### config.mk
export PLATFORM = sky130hd
export DESIGN_NAME = bus_to_apb_bridge
export DESIGN_NICKNAME = d
export VERILOG_FILES = /design/src/hw/rtl/bab_pkg.sv /design/src/hw/rtl/bus_to_apb_bridge.sv /design/src/hw/rtl/bab_ctrl.sv
export SDC_FILE = /design/constraint.sdc
export NUM_CORES = 1
export LEC_CHECK = 0
export BUFFER_PORTS_ARGS = -buffer_cell sky130_fd_sc_hd__buf_2
export CORE_ASPECT_RATIO = 0.5
export CORE_MARGIN = 8
export CORE_UTILIZATION = 53
export DETAILED_ROUTE_END_ITERATION = 6
export PLACE_DENSITY = 0.88
export SLEW_MARGIN = 25
export SYNTH_ARGS = -nofsm -noshare
export SYNTH_HDL_FRONTEND = slang
export SYNTH_HIERARCHICAL = 1
export SYNTH_SLANG_ARGS = --single-unit
### constraint.sdc
create_clock -name clk -period 3.25 [get_ports clk]
set_input_delay 0.325 -clock clk [delete_from_list [all_inputs] [get_ports clk]]
set_output_delay 0.325 -clock clk [all_outputs]
set_load 0.005 [all_outputs]
### src/hw/rtl/bab_pkg.sv
// shared types and constants for the bus to apb bridge
// no dependencies
package bab_pkg;

  localparam int unsigned DATA_BITS = 64;
  localparam int unsigned APB_BITS  = 32;
  localparam int unsigned STRB_BITS = 8;
  localparam int unsigned APB_STRB  = 4;
  localparam int unsigned PROT_BITS = 3;

  localparam logic [APB_BITS-1:0]  WORD_STEP   = APB_BITS'(4);
  localparam logic [STRB_BITS-1:0] ALL_STROBES = '1;

  typedef enum logic [1:0] {
    PH_IDLE   = 2'd0,
    PH_SETUP  = 2'd1,
    PH_ACCESS = 2'd2,
    PH_ERROR  = 2'd3
  } phase_t;

  typedef struct packed {
    logic                 req_accept;
    logic                 resp_valid;
    logic [DATA_BITS-1:0] resp_rdata;
    logic                 resp_error;
    logic [APB_BITS-1:0]  apb_addr;
    logic                 apb_write;
    logic [APB_BITS-1:0]  apb_wdata;
    logic [APB_STRB-1:0]  apb_strb;
    logic                 apb_sel;
    logic                 apb_enable;
    logic [PROT_BITS-1:0] apb_prot;
  } result_t;

endpackage

### src/hw/rtl/bus_to_apb_bridge.sv
// top level of the bus to apb bridge: beat handshake around the controller
// depends on bab_pkg and bab_ctrl
// the result of an accepted input beat is registered and presented in the cycle after it
// throughput: one beat per cycle while out_ready holds, the result register is reloaded as it is taken
// reset: synchronous active-high rst returns the controller to idle with cleared registers
// and empties the result register
module bus_to_apb_bridge import bab_pkg::*; (
  input  logic                 clk,
  input  logic                 rst,
  input  logic                 in_valid,
  output logic                 in_ready,
  input  logic                 req_valid,
  input  logic [APB_BITS-1:0]  req_addr,
  input  logic                 req_write,
  input  logic [DATA_BITS-1:0] req_wdata,
  input  logic [STRB_BITS-1:0] req_wstrb,
  input  logic                 req_last,
  input  logic                 apb_ready,
  input  logic                 apb_error,
  input  logic [APB_BITS-1:0]  apb_rdata,
  output logic                 out_valid,
  input  logic                 out_ready,
  output logic                 req_accept,
  output logic                 resp_valid,
  output logic [DATA_BITS-1:0] resp_rdata,
  output logic                 resp_error,
  output logic [APB_BITS-1:0]  apb_addr,
  output logic                 apb_write,
  output logic [APB_BITS-1:0]  apb_wdata,
  output logic [APB_STRB-1:0]  apb_strb,
  output logic                 apb_sel,
  output logic                 apb_enable,
  output logic [PROT_BITS-1:0] apb_prot
);

  logic    step;
  result_t res;
  result_t res_q;

  assign in_ready = !out_valid || out_ready;
  assign step     = in_valid && in_ready;

  bab_ctrl u_ctrl (
    .clk       (clk),
    .rst       (rst),
    .step      (step),
    .req_valid (req_valid),
    .req_addr  (req_addr),
    .req_write (req_write),
    .req_wdata (req_wdata),
    .req_wstrb (req_wstrb),
    .req_last  (req_last),
    .apb_ready (apb_ready),
    .apb_error (apb_error),
    .apb_rdata (apb_rdata),
    .res       (res)
  );

  always_ff @(posedge clk) begin
    if (rst) begin
      out_valid <= 1'b0;
    end else if (step) begin
      out_valid <= 1'b1;
    end else if (out_ready) begin
      out_valid <= 1'b0;
    end
  end

  always_ff @(posedge clk) begin
    if (step) res_q <= res;
  end

  assign req_accept = res_q.req_accept;
  assign resp_valid = res_q.resp_valid;
  assign resp_rdata = res_q.resp_rdata;
  assign resp_error = res_q.resp_error;
  assign apb_addr   = res_q.apb_addr;
  assign apb_write  = res_q.apb_write;
  assign apb_wdata  = res_q.apb_wdata;
  assign apb_strb   = res_q.apb_strb;
  assign apb_sel    = res_q.apb_sel;
  assign apb_enable = res_q.apb_enable;
  assign apb_prot   = res_q.apb_prot;

endmodule

### src/hw/rtl/bab_ctrl.sv
// bridge controller: phase state machine and transfer registers, one step per beat
// depends on bab_pkg
module bab_ctrl import bab_pkg::*; (
  input  logic                 clk,
  input  logic                 rst,
  input  logic                 step,
  input  logic                 req_valid,
  input  logic [APB_BITS-1:0]  req_addr,
  input  logic                 req_write,
  input  logic [DATA_BITS-1:0] req_wdata,
  input  logic [STRB_BITS-1:0] req_wstrb,
  input  logic                 req_last,
  input  logic                 apb_ready,
  input  logic                 apb_error,
  input  logic [APB_BITS-1:0]  apb_rdata,
  output result_t              res
);

  phase_t               phase, phase_next;
  logic                 resp_pulse, resp_pulse_next;
  logic [APB_BITS-1:0]  word_addr, word_addr_next;
  logic [DATA_BITS-1:0] write_data, write_data_next;
  logic [DATA_BITS-1:0] read_data, read_data_next;
  logic                 is_write, is_write_next;
  logic [STRB_BITS-1:0] strobes, strobes_next;
  logic                 select_flag, select_flag_next;
  logic                 enable_flag, enable_flag_next;
  logic                 error_flag, error_flag_next;
  logic                 pending, pending_next;
  logic                 upper;

  assign upper = word_addr[2];

  // result from the registers as they stand
  always_comb begin
    res            = '0;
    res.req_accept = (phase == PH_IDLE);
    res.resp_valid = resp_pulse;
    res.resp_rdata = read_data;
    res.resp_error = error_flag;
    res.apb_addr   = word_addr;
    res.apb_write  = is_write;
    res.apb_wdata  = upper ? write_data[DATA_BITS-1:APB_BITS] : write_data[APB_BITS-1:0];
    res.apb_strb   = upper ? strobes[STRB_BITS-1:APB_STRB] : strobes[APB_STRB-1:0];
    res.apb_sel    = select_flag;
    res.apb_enable = enable_flag;
    res.apb_prot   = '0;
  end

  // next phase
  always_comb begin
    phase_next = phase;
    unique case (phase)
      PH_IDLE: begin
        if (req_valid) phase_next = req_last ? PH_SETUP : PH_ERROR;
      end
      PH_SETUP:  phase_next = PH_ACCESS;
      PH_ACCESS: begin
        if (apb_ready) phase_next = pending ? PH_SETUP : PH_IDLE;
      end
      PH_ERROR:  phase_next = PH_IDLE;
      default:   phase_next = PH_IDLE;
    endcase
  end

  // transfer registers
  always_comb begin
    resp_pulse_next  = 1'b0;
    word_addr_next   = word_addr;
    write_data_next  = write_data;
    read_data_next   = read_data;
    is_write_next    = is_write;
    strobes_next     = strobes;
    select_flag_next = select_flag;
    enable_flag_next = enable_flag;
    error_flag_next  = error_flag;
    pending_next     = pending;
    unique case (phase)
      PH_IDLE: begin
        error_flag_next  = 1'b0;
        enable_flag_next = 1'b0;
        select_flag_next = 1'b0;
        pending_next     = 1'b0;
        if (req_valid) begin
          is_write_next    = req_write;
          word_addr_next   = {req_addr[APB_BITS-1:2], 2'b00};
          write_data_next  = req_wdata;
          strobes_next     = req_wstrb;
          pending_next     = (req_wstrb == ALL_STROBES);
          select_flag_next = req_last;
        end
      end
      PH_SETUP: enable_flag_next = 1'b1;
      PH_ACCESS: begin
        error_flag_next = apb_error;
        if (apb_ready) begin
          enable_flag_next = 1'b0;
          select_flag_next = 1'b0;
          if (upper) read_data_next[DATA_BITS-1:APB_BITS] = apb_rdata;
          else       read_data_next[APB_BITS-1:0] = apb_rdata;
          if (pending) begin
            pending_next     = 1'b0;
            word_addr_next   = word_addr + WORD_STEP;
            select_flag_next = 1'b1;
          end else begin
            resp_pulse_next = 1'b1;
          end
        end
      end
      PH_ERROR: begin
        resp_pulse_next = 1'b1;
        read_data_next  = '1;
        error_flag_next = 1'b1;
      end
      default: ;
    endcase
  end

  always_ff @(posedge clk) begin
    if (rst) begin
      phase       <= PH_IDLE;
      resp_pulse  <= 1'b0;
      word_addr   <= '0;
      write_data  <= '0;
      read_data   <= '0;
      is_write    <= 1'b0;
      strobes     <= '0;
      select_flag <= 1'b0;
      enable_flag <= 1'b0;
      error_flag  <= 1'b0;
      pending     <= 1'b0;
    end else if (step) begin
      phase       <= phase_next;
      resp_pulse  <= resp_pulse_next;
      word_addr   <= word_addr_next;
      write_data  <= write_data_next;
      read_data   <= read_data_next;
      is_write    <= is_write_next;
      strobes     <= strobes_next;
      select_flag <= select_flag_next;
      enable_flag <= enable_flag_next;
      error_flag  <= error_flag_next;
      pending     <= pending_next;
    end
  end

endmodule

; After elaboration in Yosys (flattened, before gate mapping)
; Cells that the tools add are included.
[op_classes]
n_mux = 29
n_reduce_logical = 17
n_eq_ne = 9
add_sub_neg = 1
[op_table]
columns = op, n
row1 = $mux 32, 6
row2 = $pmux 64 s2, 1
row3 = $mux 64, 1
row4 = $pmux 32 s2, 1
row5 = $add 32x3->32 const B, 1
row6 = $reduce_and 3->1, 4
row7 = $mux 1, 10
row8 = $eq 8x8->1 const B, 1
row9 = $pmux 2 s4, 1
row10 = $reduce_and 4->1, 2
row11 = $mux 2, 3
row12 = $ne 2x2->1 const B, 3
row13 = $pmux 1 s2, 3
row14 = $pmux 1 s3, 2
row15 = $reduce_bool 2->1, 3
row16 = $reduce_bool 3->1, 2
row17 = $reduce_and 5->1, 1
row18 = $eq 2x2->1 const B, 2
row19 = $mux 4, 1
row20 = $ne 2x1->1 const B, 2
row21 = $eq 2x1->1 const B, 1
row22 = $logic_not 2->1, 1
row23 = $reduce_and 2->1, 1
row24 = $logic_and 1x1->1, 1
row25 = other kinds (2), 2
[totals]
input_bits = 145
out_inout_bits = 143
word_cells = 79
reg_bits = 315

; Logic depth before layout (Yosys ltp)
; Gate-level depths: netlist (run 1).
[logic_depth]
depth_word = 4
ltp_mapped = 9
mapped_depth_nobuf = 7

; Modules after synthesis
; Netlist (run 1), hierarchy kept.
[by_module_without_submodules]
columns = module, cells_each, area_per_inst_um2, seq_area_each_um2, n_inst
row1 = bab_ctrl, 950, 7694.9, 3483.3, 1
row2 = bus_to_apb_bridge, 146, 4289.1, 4254.1, 1

; Worst setup path before layout (run 1)
; Ideal clock, no wire load.
[synth_timing]
path_type = input to register
from = input out_ready
to = register u_ctrl.word_addr[26]
path_buffers = 1
slack_ns = 0.442
arrival_time_ns = 2.680
required_ns = 3.123
cell_stages = 8
setup_time_ns = 0.127
cell_sequence = nand2b_4 and2_4 nand2b_1 a21o_1 buf_2 nand2_1 a21oi_1 or3b_1
[synth_via]
elab_chain_len = 3
[synth_lines]
columns = element, line_no
row1 = "start, declared", bus_to_apb_bridge.sv:22  ; input logic out_ready,
row2 = $logic_or 1x1->1, bus_to_apb_bridge.sv:40  ; assign in_ready = !out_valid || out_ready;
row3 = $logic_and 1x1->1, bus_to_apb_bridge.sv:41  ; assign step = in_valid && in_ready;
row4 = named net step, bus_to_apb_bridge.sv:36  ; logic step;
row5 = $reduce_and 5->1 (no source line), n/a
row6 = "end signal, assigned", bab_ctrl.sv:135  ; word_addr <= word_addr_next;
row7 = "end, declared", bab_ctrl.sv:21  ; logic [APB_BITS-1:0] word_addr, word_addr_next;
; The timed path passes the listed nets, and every way through them passes these cells.
; A chain may end at the register's enable or synchronous reset.

; Worst setup path after layout (run 1)
[layout_timing]
from = register out_valid
to = register u_ctrl.write_data[20]
[layout_via]
elab_chain_len = 4
[layout_lines]
columns = element, line_no
row1 = "start, declared", bus_to_apb_bridge.sv:21  ; output logic out_valid,
row2 = "start signal, assigned", bus_to_apb_bridge.sv:61  ; out_valid <= 1'b0;
row3 = "start signal, assigned", bus_to_apb_bridge.sv:63  ; out_valid <= 1'b1;
row4 = "start signal, assigned", bus_to_apb_bridge.sv:65  ; out_valid <= 1'b0;
row5 = $logic_not 1->1, bus_to_apb_bridge.sv:40
row6 = $logic_or 1x1->1, bus_to_apb_bridge.sv:40
row7 = $logic_and 1x1->1, bus_to_apb_bridge.sv:41
row8 = named net step, bus_to_apb_bridge.sv:36
row9 = $reduce_and 3->1 (no source line), n/a
row10 = "end signal, assigned", bab_ctrl.sv:136  ; write_data <= write_data_next;
row11 = "end, declared", bab_ctrl.sv:22  ; logic [DATA_BITS-1:0] write_data, write_data_next;
; The timed path passes the listed nets, and every way through them passes these cells.

==> run summary, run 1 <==
placer congestion estimate - 0.8653
total CTS buffers - 26
total grt overflow - 0
Final Cell Area - 14,590 um2
crit-path max FO - 73
Clock Latency Late Sink - 0.54 ns
Filler cells - 1,681
Synth Flop Type - dfxtp_1
Cell Count, Final, Fillers Out - 1,680
R2R setup slack - 0.94 ns
worst reg2reg startpoint - out_valid$_SDFFE_PP0P_
GRT Util Overall - 21.06%
CTS root buffer - clkbuf_16
synthesized instance count - 1,096
Post-Syn Area - 11,980 um2
EDFF count, synth - 141
die height - 122.3 um
vias in the first global route - 9,111
R2R Path End - u_ctrl/write_data[20]$_SDFFE_PP0P_
Setup WS pre-CTS - 0.8747 ns
Synth top area share - 35.33%
max frequency - 0.4336 GHz
RSZ-0062 raised after global routing - no
Vias - 9,382
P_sw - 1.917 mW
drt wl/cell - 18.61 um
Pleak - 5.712 nW
clock power share - 40.5%
initial antenna violation count - 6
post-cts sizing count - 0
FF+latch area - 7739 um2
Worst Slack Setup Final - 0.9438 ns
sequential power share - 51.8%
switch share - 22.26%
area leader, netlist - edfxtp_1
drt drc - 0
Crit path required time - 3.70 ns
I/O Buffers - 285
Worst Setup SP - out_valid$_SDFFE_PP0P_
Final Skew - 0.01933 ns
CTS tree - done
final net count - 1,494
DP Wirelength - 21.28 mm
Max-cap violations - 0
actual slew at the worst max-slew pin - 0.8748 ns
sequential share of the synthesized area - 64.56%
Hold Crit Class - input port to flip-flop
R2R cell count - 9
CP endpoint kind - flip-flop
Post-DRT Antenna Nets - 0
outcome - finished clean
Worst EP arrival - 2.76 ns
Final Hold Fails - 0
Max clock buf depth - 3
Synth-to-Final Area Change - 21.76%
Critical Path End - u_ctrl/write_data[20]$_SDFFE_PP0P_
Die Span X - 228.7 um
top post-synthesis cells by area - edfxtp_1, dfxtp_1, nand2_1
Crit Path Category - flip-flop to flip-flop
Post-DP Area - 13,590 um2
commonest cells in the netlist - nand2_1, dfxtp_1, edfxtp_1
final worst-path cycle share - 70.96%
Pint - 6.697 mW
Final Critical Period - 2.306 ns
Pre-antenna DRT Iters - 6
initial drt markers - 1,039
count leader, synth - nand2_1
H-tree lvl count - 1
Seq cells post-synth - 316
fin. max-slew vios - 0
CORE AREA - 22,500 um2
share of cells above drive strength 1 - 29.68%
first-pass GRT wire length - 48.28 mm
I/O pin count - 288
TNS Setup - 0 ns
placed cells - 1,624
number of distinct library cells after synthesis - 61
row count - 39
worst vdd ir - 0.4191 mV
clock sink count - 316
Power Total - 8.614 mW
Power Dens Cells - 590.4 nW/um2
Avg Inst Size Synth - 10.93 um2
startpoint type of the worst setup path - flip-flop
full die area - 27,970 um2
Total Wirelength - 31.27 mm
endpoints failing setup - 0
Rel. slew slack - 41.68%
clock-pin slew on the worst setup and hold paths - 0.07 ns
Gate power share - 7.7%
detail-routed via count per cell - 5.585
Async SR Flop Fraction - 0%
Initial Util - 53.27%
largest net degree at the start of global routing - 148
Yosys warnings - 6
multi-input logic area - 3867 um2
[worst min path at each step]
stage                                                    end                         startpoint  slack (ns)  cells past startpoint
after detailed placement            resp_rdata[31]$_DFFE_PP_  u_ctrl/read_data[31]$_SDFFE_PP0P_        0.42                      0
after floorplan                       out_valid$_SDFFE_PP0P_                                rst        0.39                      1
after global routing      u_ctrl/write_data[22]$_SDFFE_PP0P_                      req_wdata[22]       0.003                      3
after CTS                 u_ctrl/write_data[49]$_SDFFE_PP0P_                      req_wdata[49]       0.001                      3
final                      u_ctrl/write_data[0]$_SDFFE_PP0P_                       req_wdata[0]        0.03                      3
after global placement              resp_rdata[12]$_DFFE_PP_  u_ctrl/read_data[12]$_SDFFE_PP0P_        0.41                      0
[per-stage QoR]
| stage | utilization (%) | hold WS, ns |
|---|---|---|
| floorplan | - | 0.3874 |
| global placement | 60.40 | 0.4125 |
| detailed placement | 60.40 | 0.4155 |
| CTS | 64.81 | 0.001081 |
| global route | 64.86 | 0.003192 |
| finish | 64.86 | 0.02561 |
[critical path, cell delays in order, from the launching register on]
cell and delay [ns]:
dfxtp_1 0.40, nand2b_4 0.08, and2_4 0.19, nand2b_1 0.24
a21oi_2 0.05, buf_4 0.21, nand2_2 0.08, buf_4 0.57
nand2_1 0.13, a21oi_1 0.19
[final cells by class]
cell class	instances	share of cell area [%]
sequential	316	53.04
multi-input combinational	693	26.50
timing repair buffer	303	10.94
clock buffer	34	5.016
tap	307	2.632
clock inverter	14	1.578
inverter	8	0.2058
antenna	5	0.08575
[routing by layer]
| layer | vias to the layer above | global-route usage, % | wire length (um) |
|---|---|---|---|
| met3 | 59 | 6.068 | 2670 |
| met1 | 4515 | 26.63 | 12830 |
| met2 | 400 | 35.44 | 15030 |
| met5 | - | 0 | 13 |
| met4 | 2 | 5.983 | 727 |
| li1 | 4406 | - | - |
[cell families (layout without fill, tap and decap cells)]
| kind of cell | count (synthesis) | after routing | share of synthesized area, % |
|---|---|---|---|
| AOI/OAI and AO/OA | 244 | 244 | 12.71 |
| DFF | 316 | 316 | 64.56 |
| adders and majority gates | 1 | 1 | 0.1044 |
| muxes | 40 | 40 | 3.717 |
| and+or+nand+nor | 403 | 403 | 15.38 |
| other | 1 | 10 | 0.03129 |
| buffers and inverters | 91 | 359 | 3.498 |
[state kept, by name (all words and copies together) (netlist names), 3 cells and up]
signal	count
u_ctrl/strobes	8
u_ctrl/read_data	64
apb_addr	32
u_ctrl/word_addr	30
resp_rdata	64
apb_strb	4
apb_wdata	32
u_ctrl/write_data	64
apb_prot	3
[cell usage in the layout, fill, tap and decap left out, types with 4 or more instances in the layout]
| cell type | count |
|---|---|
| buf_2 | 284 |
| nand2_1 | 179 |
| dfxtp_1 | 174 |
| edfxtp_1 | 141 |
| nor2_1 | 122 |
| a21oi_1 | 107 |
| a211oi_1 | 70 |
| mux2_2 | 36 |
| o21ai_0 | 28 |
| clkbuf_16 | 27 |
| nand3_1 | 23 |
| nor3_1 | 19 |
| buf_4 | 14 |
| nand4_1 | 10 |
| inv_1 | 8 |
| and3_1 | 7 |
| bufinv_16 | 6 |
| diode_2 | 5 |
| a311oi_1 | 5 |
| conb_1 | 5 |
| clkinv_2 | 4 |
| clkbuf_1 | 4 |
| clkinvlp_4 | 4 |
| nand2b_1 | 4 |
| and2_1 | 4 |
| mux2i_1 | 4 |
[power groups by stage]
| stage | registers (mW) | clock network (mW) | logic, mW |
|---|---|---|---|
| after global placement | 4.54 | 0 | 0.638 |
| after floorplan | 4.54 | 0 | 0.349 |
| after global routing | 4.49 | 3.71 | 0.727 |
| final | 4.47 | 3.49 | 0.662 |
| after CTS | 4.47 | 3.55 | 0.665 |
| after detailed placement | 4.55 | 0 | 0.657 |
[repair_timing]
action | CTS | global route
endpoints found under the setup margin | 0 | 0
hold endpoints to repair | 3 | 0
hold buffers | 3 | 0
setup buffers | 0 | 0
No activity file was read; power rests on OpenSTA's default activity.
==> run 2: changes to the inputs <==
==> constraint.sdc (replaced) <==
create_clock -name clk -period 2.4 [get_ports clk]
set_input_delay 0.24 -clock clk [delete_from_list [all_inputs] [get_ports clk]]
set_output_delay 0.24 -clock clk [all_outputs]
set_load 0.005 [all_outputs]
==> run 2 against run 1 <==
Wire length grew 8.1%. Die area unchanged. Cell area is 5.4% higher. Non-clock buffer count is 79 higher. Critical path type unchanged. Largest cell class unchanged.
==> run summary, run 2 (synthesis results as in run 1) <==
Power Total - 11.45 mW (+33%)
Rel. slew slack - 45.81% (+4.1 points)
initial drt markers - 1,126 (+8.4%)
worst vdd ir - 0.5889 mV (+41%)
Die Span X - 228.7 um (unchanged)
Crit Path Category - flip-flop to flip-flop
fin. max-slew vios - 0 (unchanged)
Post-DRT Antenna Nets - 0 (unchanged)
most common cell after layout, fill and taps aside - buf_2
startpoint type of the worst setup path - flip-flop
Filler cells - 1,592 (-5.3%)
total grt overflow - 0 (unchanged)
total CTS buffers - 28 (+7.7%)
Total Wirelength - 33.80 mm (+8.1%)
Clock Latency Late Sink - 0.54 ns (about the same)
drt wl/cell - 19.14 um (+2.9%)
Worst EP arrival - 2.52 ns (-0.24 ns)
Hold Crit Class - input port to flip-flop
final worst-path cycle share - 89.02% (+18 points)
largest net degree at the start of global routing - 113 (-24%)
Post-DP Area - 13,680 um2 (+0.67%)
drt drc - 0 (unchanged)
max frequency - 0.4681 GHz (+7.9%)
final net count - 1,575 (+5.4%)
Cell Count, Final, Fillers Out - 1,766 (+5.1%)
I/O pin count - 288 (unchanged)
clock sink count - 316 (unchanged)
post-cts sizing count - 0 (unchanged)
endpoints failing setup - 0 (unchanged)
die height - 122.3 um (unchanged)
vias in the first global route - 9,727 (+6.8%)
full die area - 27,970 um2 (unchanged)
placer congestion estimate - 0.8766 (+1.3%)
Pleak - 6.037 nW (+5.7%)
Max-cap violations - 0 (unchanged)
DP Wirelength - 21.18 mm (-0.46%)
outcome - finished clean
actual slew at the worst max-slew pin - 0.8128 ns (-0.06197 ns)
most frequent cells in the layout - buf_2, nand2_1, dfxtp_1
Final Skew - 0.01287 ns (-0.006457 ns)
Pre-antenna DRT Iters - 6 (unchanged)
I/O Buffers - 285 (unchanged)
placed cells - 1,627 (+0.18%)
crit-path max FO - 7 (-90%)
Synth-to-Final Area Change - 28.37%
H-tree lvl count - 1 (unchanged)
CORE AREA - 22,500 um2 (unchanged)
CTS tree - done
Final Hold Fails - 0 (unchanged)
Final Critical Period - 2.136 ns (-0.1698 ns)
row count - 39 (unchanged)
RSZ-0062 raised after global routing - no
Vias - 9,756 (+4.0%)
Crit path required time - 2.78 ns (-0.92 ns)
Initial Util - 53.27% (unchanged)
first-pass GRT wire length - 52.18 mm (+8.1%)
Power Dens Cells - 744.4 nW/um2 (+26%)
clock-pin slew on the worst setup and hold paths - 0.07 ns (about the same)
CP endpoint kind - flip-flop
CTS root buffer - clkbuf_16
Hold WS - 0.03187 ns (+0.006251 ns)
initial antenna violation count - 8 (+2)
share of cells above drive strength 1 - 28.39% (-1.3 points)
detail-routed via count per cell - 5.524 (-1.1%)
GRT Util Overall - 22.91% (+1.8 points)
Max clock buf depth - 3 (unchanged)
Finished Core Util - 68.39% (+3.5 points)
Final Cell Area - 15,380 um2 (+5.4%)
==> run 2: cell types whose count changed in the layout (fill, tap and decap cells not counted), sizes merged <==
cell,change
dlygate4sd3,+76
clkinvlp,-1
clkinv,+9
clkbuf,-2
diode,+3
inv,+3
buf,+3
bufinv,-5
==> run 2: final cells by class <==
type / count / area (um2) / share of cell area [%]
antenna: 8 / 20.02 / 0.1301
clock buffer: 32 / 747.0 / 4.856
clock inverter: 20 / 143.9 / 0.9353
inverter: 8 / 30.03 / 0.1952
multi-input combinational: 693 / 3885 / 25.25
sequential: 316 / 7740 / 50.31
tap: 307 / 384.1 / 2.497
timing repair buffer: 382 / 2434 / 15.82
==> run 2: metrics by stage <==
stage               setup TNS (ns)  setup slack (ns)
floorplan                   -11.56           -0.1096
CTS                              0            0.3148
finish                           0            0.2636
global route                     0            0.1468
detailed placement               0            0.3358
global placement                 0            0.3736
==> run 2: critical path, cell delays in order (launching register included) <==
cell and delay, ns:
dfxtp_1 0.43, ha_1 0.26, nand4_2 0.28, nor2_1 0.37, nand3_1 0.17, o31ai_1 0.33, a221oi_1 0.15
==> run 2: power by group <==
group / internal, mW / switching, mW / leakage [nW]
clock network: 2.37 / 2.00 / 0.432
logic: 0.463 / 0.577 / 2.76
registers: 5.90 / 0.149 / 2.85
==> run 2: final timing paths <==
check	from	endpoint	slack, ns	depth (start not counted)
worst max-delay path	u_ctrl/word_addr[3]$_SDFFE_PP0P_	u_ctrl/word_addr[24]$_SDFFE_PP0P_	0.26	6
worst min-delay path	req_valid	u_ctrl/select_flag$_SDFFE_PP0P_	0.03	3
worst max register to register	u_ctrl/word_addr[3]$_SDFFE_PP0P_	u_ctrl/word_addr[24]$_SDFFE_PP0P_	0.26	6
worst min register to register	u_ctrl/read_data[38]$_SDFFE_PP0P_	resp_rdata[38]$_DFFE_PP_	0.43	0
==> run 2: routing by layer <==
metal  routed length [um]  part of all wire [%]  track usage [%]  vias to the layer above
met5                    0                     0                0                        -
met1                13510                    40            28.25                     4566
met2                15980                    47            37.70                      508
met4                 1479                   4.4            10.41                        0
li1                     -                     -                -                     4579
met3                 2842                   8.4            6.530                      103
==> run 2: what timing repair did <==
action / 4_1_cts / 5_1_grt
buffers inserted: 0 / 0
endpoints found under the hold margin: 78 / 0
hold buffers: 79 / 0
==> run 3: changes to the inputs <==
--- a/config.mk
+++ b/config.mk
@@ -14,5 +14,4 @@
 export SLEW_MARGIN = 25
 export SYNTH_ARGS = -nofsm -noshare
 export SYNTH_HDL_FRONTEND = slang
-export SYNTH_HIERARCHICAL = 1
 export SYNTH_SLANG_ARGS = --single-unit
==> run 3 against run 2 <==
Critical path depth fell by 1. Total power shrank 0.52%. Wire length down 1.7%. Combinational power is essentially flat. First-iteration DRC count shrank 5.1%. Highest routed layer unchanged.
==> run summary, run 3 <==
Clock Latency Late Sink - 0.53 ns (about the same)
max frequency - 0.4414 GHz (-5.7%)
Post-CTS Setup Inserts - 0 (unchanged)
Final Critical Period - 2.266 ns (+0.1292 ns)
multi-input logic area - 3754 um2 (-3.4%)
commonest cells in the netlist - nand2_1, dfxtp_1, edfxtp_1
Final Hold Fails - 0 (unchanged)
slowest cell on the critical path - or4_1
crit-path max cell delay - 0.54 ns (+0.11 ns)
final net count - 1,561 (-0.89%)
Pre-antenna DRT Iters - 6 (unchanged)
initial antenna violation count - 5 (-3)
Initial Util - 53.98% (+0.71 points)
Power Dens Cells - 752.3 nW/um2 (+1.1%)
sequential share of the synthesized area - 64.83% (+0.26 points)
clock-pin slew on the worst setup and hold paths - 0.07 ns (about the same)
TNS Setup - 0 ns (unchanged)
number of distinct library cells after synthesis - 58 (-4.9%)
outcome - finished clean
endpoints failing setup - 0 (unchanged)
I/O pin count - 288 (unchanged)
Hold Crit Class - input port to flip-flop
clock sink count - 311 (-1.6%)
I/O Buffers - 280 (-1.8%)
first-pass GRT wire length - 51.72 mm (-0.89%)
Total Wirelength - 33.24 mm (-1.7%)
startpoint type of the worst setup path - flip-flop
Seq cells post-synth - 311 (-1.6%)
EDFF count, synth - 136 (-3.5%)
worst vdd ir - 0.4447 mV (-24%)
placed cells - 1,608 (-1.2%)
Pleak - 5.908 nW (-2.1%)
Async SR Flop Fraction - 0% (unchanged)
total CTS buffers - 26 (-7.1%)
most frequent cells in the layout - buf_2, nand2_1, dfxtp_1
Final Skew - 0.01860 ns (+0.005730 ns)
Rel. slew slack - 39.55% (-6.3 points)
Max-cap violations - 0 (unchanged)
RSZ-0062 raised after global routing - no
Cell Count, Final, Fillers Out - 1,740 (-1.5%)
H-tree lvl count - 1 (unchanged)
full die area - 27,380 um2 (-2.1%)
Post-DP Area - 13,430 um2 (-1.8%)
placer congestion estimate - 0.8719 (-0.54%)
Post-Syn Area - 11,700 um2 (-2.3%)
area leader, netlist - edfxtp_1
Post-DRT Antenna Nets - 0 (unchanged)
initial drt markers - 1,069 (-5.1%)
drt drc - 0 (unchanged)
Final Cell Area - 15,140 um2 (-1.6%)
Crit Path Category - flip-flop to flip-flop
CORE AREA - 21,680 um2 (-3.6%)
Synth top area share - 34.89% (-0.44 points)
top post-synthesis cells by area - edfxtp_1, dfxtp_1, nand2_1
final worst-path cycle share - 94.40% (+5.4 points)
DP Wirelength - 20.92 mm (-1.2%)
row count - 38 (-2.6%)
share of cells above drive strength 1 - 29.06% (+0.67 points)
count leader, synth - nand2_1
CTS tree - done
Synth Flop Type - dfxtp_1
Avg Inst Size Synth - 10.88 um2 (-0.52%)
synthesized instance count - 1,076 (-1.8%)
CP Cell Sequence - nand4_1 -> nor3_2 -> nand4_2 -> or4_1 -> a31oi_1
Die Span X - 226.2 um (-1.1%)
fin. max-slew vios - 0 (unchanged)
detail-routed via count per cell - 5.655 (+2.4%)
total grt overflow - 0 (unchanged)
CTS root buffer - clkbuf_16
Vias - 9,839 (+0.85%)
Crit path required time - 2.84 ns (+0.06 ns)
most common cell after layout, fill and taps aside - buf_2
die height - 121.1 um (-1.0%)
Yosys warnings - 0 (-6)
largest net degree at the start of global routing - 98 (-13%)
Synth-to-Final Area Change - 29.39%
Finished Core Util - 69.85% (+1.5 points)
Max clock buf depth - 3 (unchanged)
vias in the first global route - 9,816 (+0.91%)
GRT Util Overall - 23.25% (+0.34 points)
CP endpoint kind - flip-flop
Filler cells - 1,481 (-7.0%)
FF+latch area - 7591 um2 (-1.9%)
drt wl/cell - 19.11 um (-0.18%)
actual slew at the worst max-slew pin - 0.9067 ns (+0.09389 ns)
R2R setup slack - 0.13 ns (-0.13 ns)
Worst EP arrival - 2.71 ns (+0.19 ns)
crit-path max FO - 9 (+2)
-- run 3: per-layer routing --
layer  global-route usage (%)  vias up  part of all wire, %
met3                    4.777      136                  7.1
li1                         -     4511                    -
met2                    41.47      524                   51
met1                    26.28     4668                   37
met4                    12.36        0                  5.5
met5                        0        -                    0
-- run 3: what timing repair did --
item / in CTS / in global routing
setup endpoints to repair: 0 / 3
hold buffers: 78 / 1
resized for setup: 0 / 3
hold endpoints to repair: 78 / 1
-- run 3: cells by family after synthesis --
| logic type | share of synthesized area, % |
|---|---|
| compound gates | 12.43 |
| fa+ha+maj | 0.1069 |
| buf+inv | 3.699 |
| flops | 64.83 |
| mux | 3.817 |
| other cells | 0.03204 |
| simple gates | 15.08 |
-- run 3: worst max-delay path: cells and delay by family, from the launching register on --
family	cells	cell delay (ns)
DFF	1	0.50
AOI/OAI and AO/OA	1	0.21
and+or+nand+nor	4	1.46
-- run 3: cell type report --
cell class / instances / area share, %
flip-flops and latches: 311 / 50.13
multi-input cells: 680 / 24.79
repair buffers: 387 / 16.29
clock buffers: 35 / 5.131
well taps: 300 / 2.479
clock inverters: 13 / 0.8510
inverters: 9 / 0.2479
diodes: 5 / 0.08262
-- run 3: worst paths after layout --
check | start | end | cells after the start
setup / recovery | u_ctrl.word_addr[15]$_SDFFE_PP0P_ | u_ctrl.word_addr[31]$_SDFFE_PP0P_ | 5
hold / removal | req_addr[22] | u_ctrl.word_addr[22]$_SDFFE_PP0P_ | 3
setup reg to reg | u_ctrl.word_addr[15]$_SDFFE_PP0P_ | u_ctrl.word_addr[31]$_SDFFE_PP0P_ | 5
hold reg to reg | u_ctrl.resp_pulse$_SDFFE_PP0P_ | resp_valid$_DFFE_PP_ | 0
-- run 3: stage by stage --
stage / hold slack, ns / power (mW) / setup WS, ns
2_1_floorplan: 0.3619 / 6.521 / -1.041
3_3_place_gp: 0.4125 / 6.896 / 0.2659
3_5_place_dp: 0.4155 / 6.948 / 0.1690
4_1_cts: 0.0005264 / 11.44 / 0.05898
5_1_grt: 0.01921 / 11.77 / 0.02781
6_report: 0.02688 / 11.39 / 0.1344
-- run 3: power by group --
| part | switching [mW] | total [mW] | internal [mW] |
|---|---|---|---|
| logic | 0.579 | 1.04 | 0.458 |
| clock network | 1.92 | 4.43 | 2.51 |
| registers | 0.132 | 5.92 | 5.79 |
| total | 2.64 | 11.4 | 8.76 |
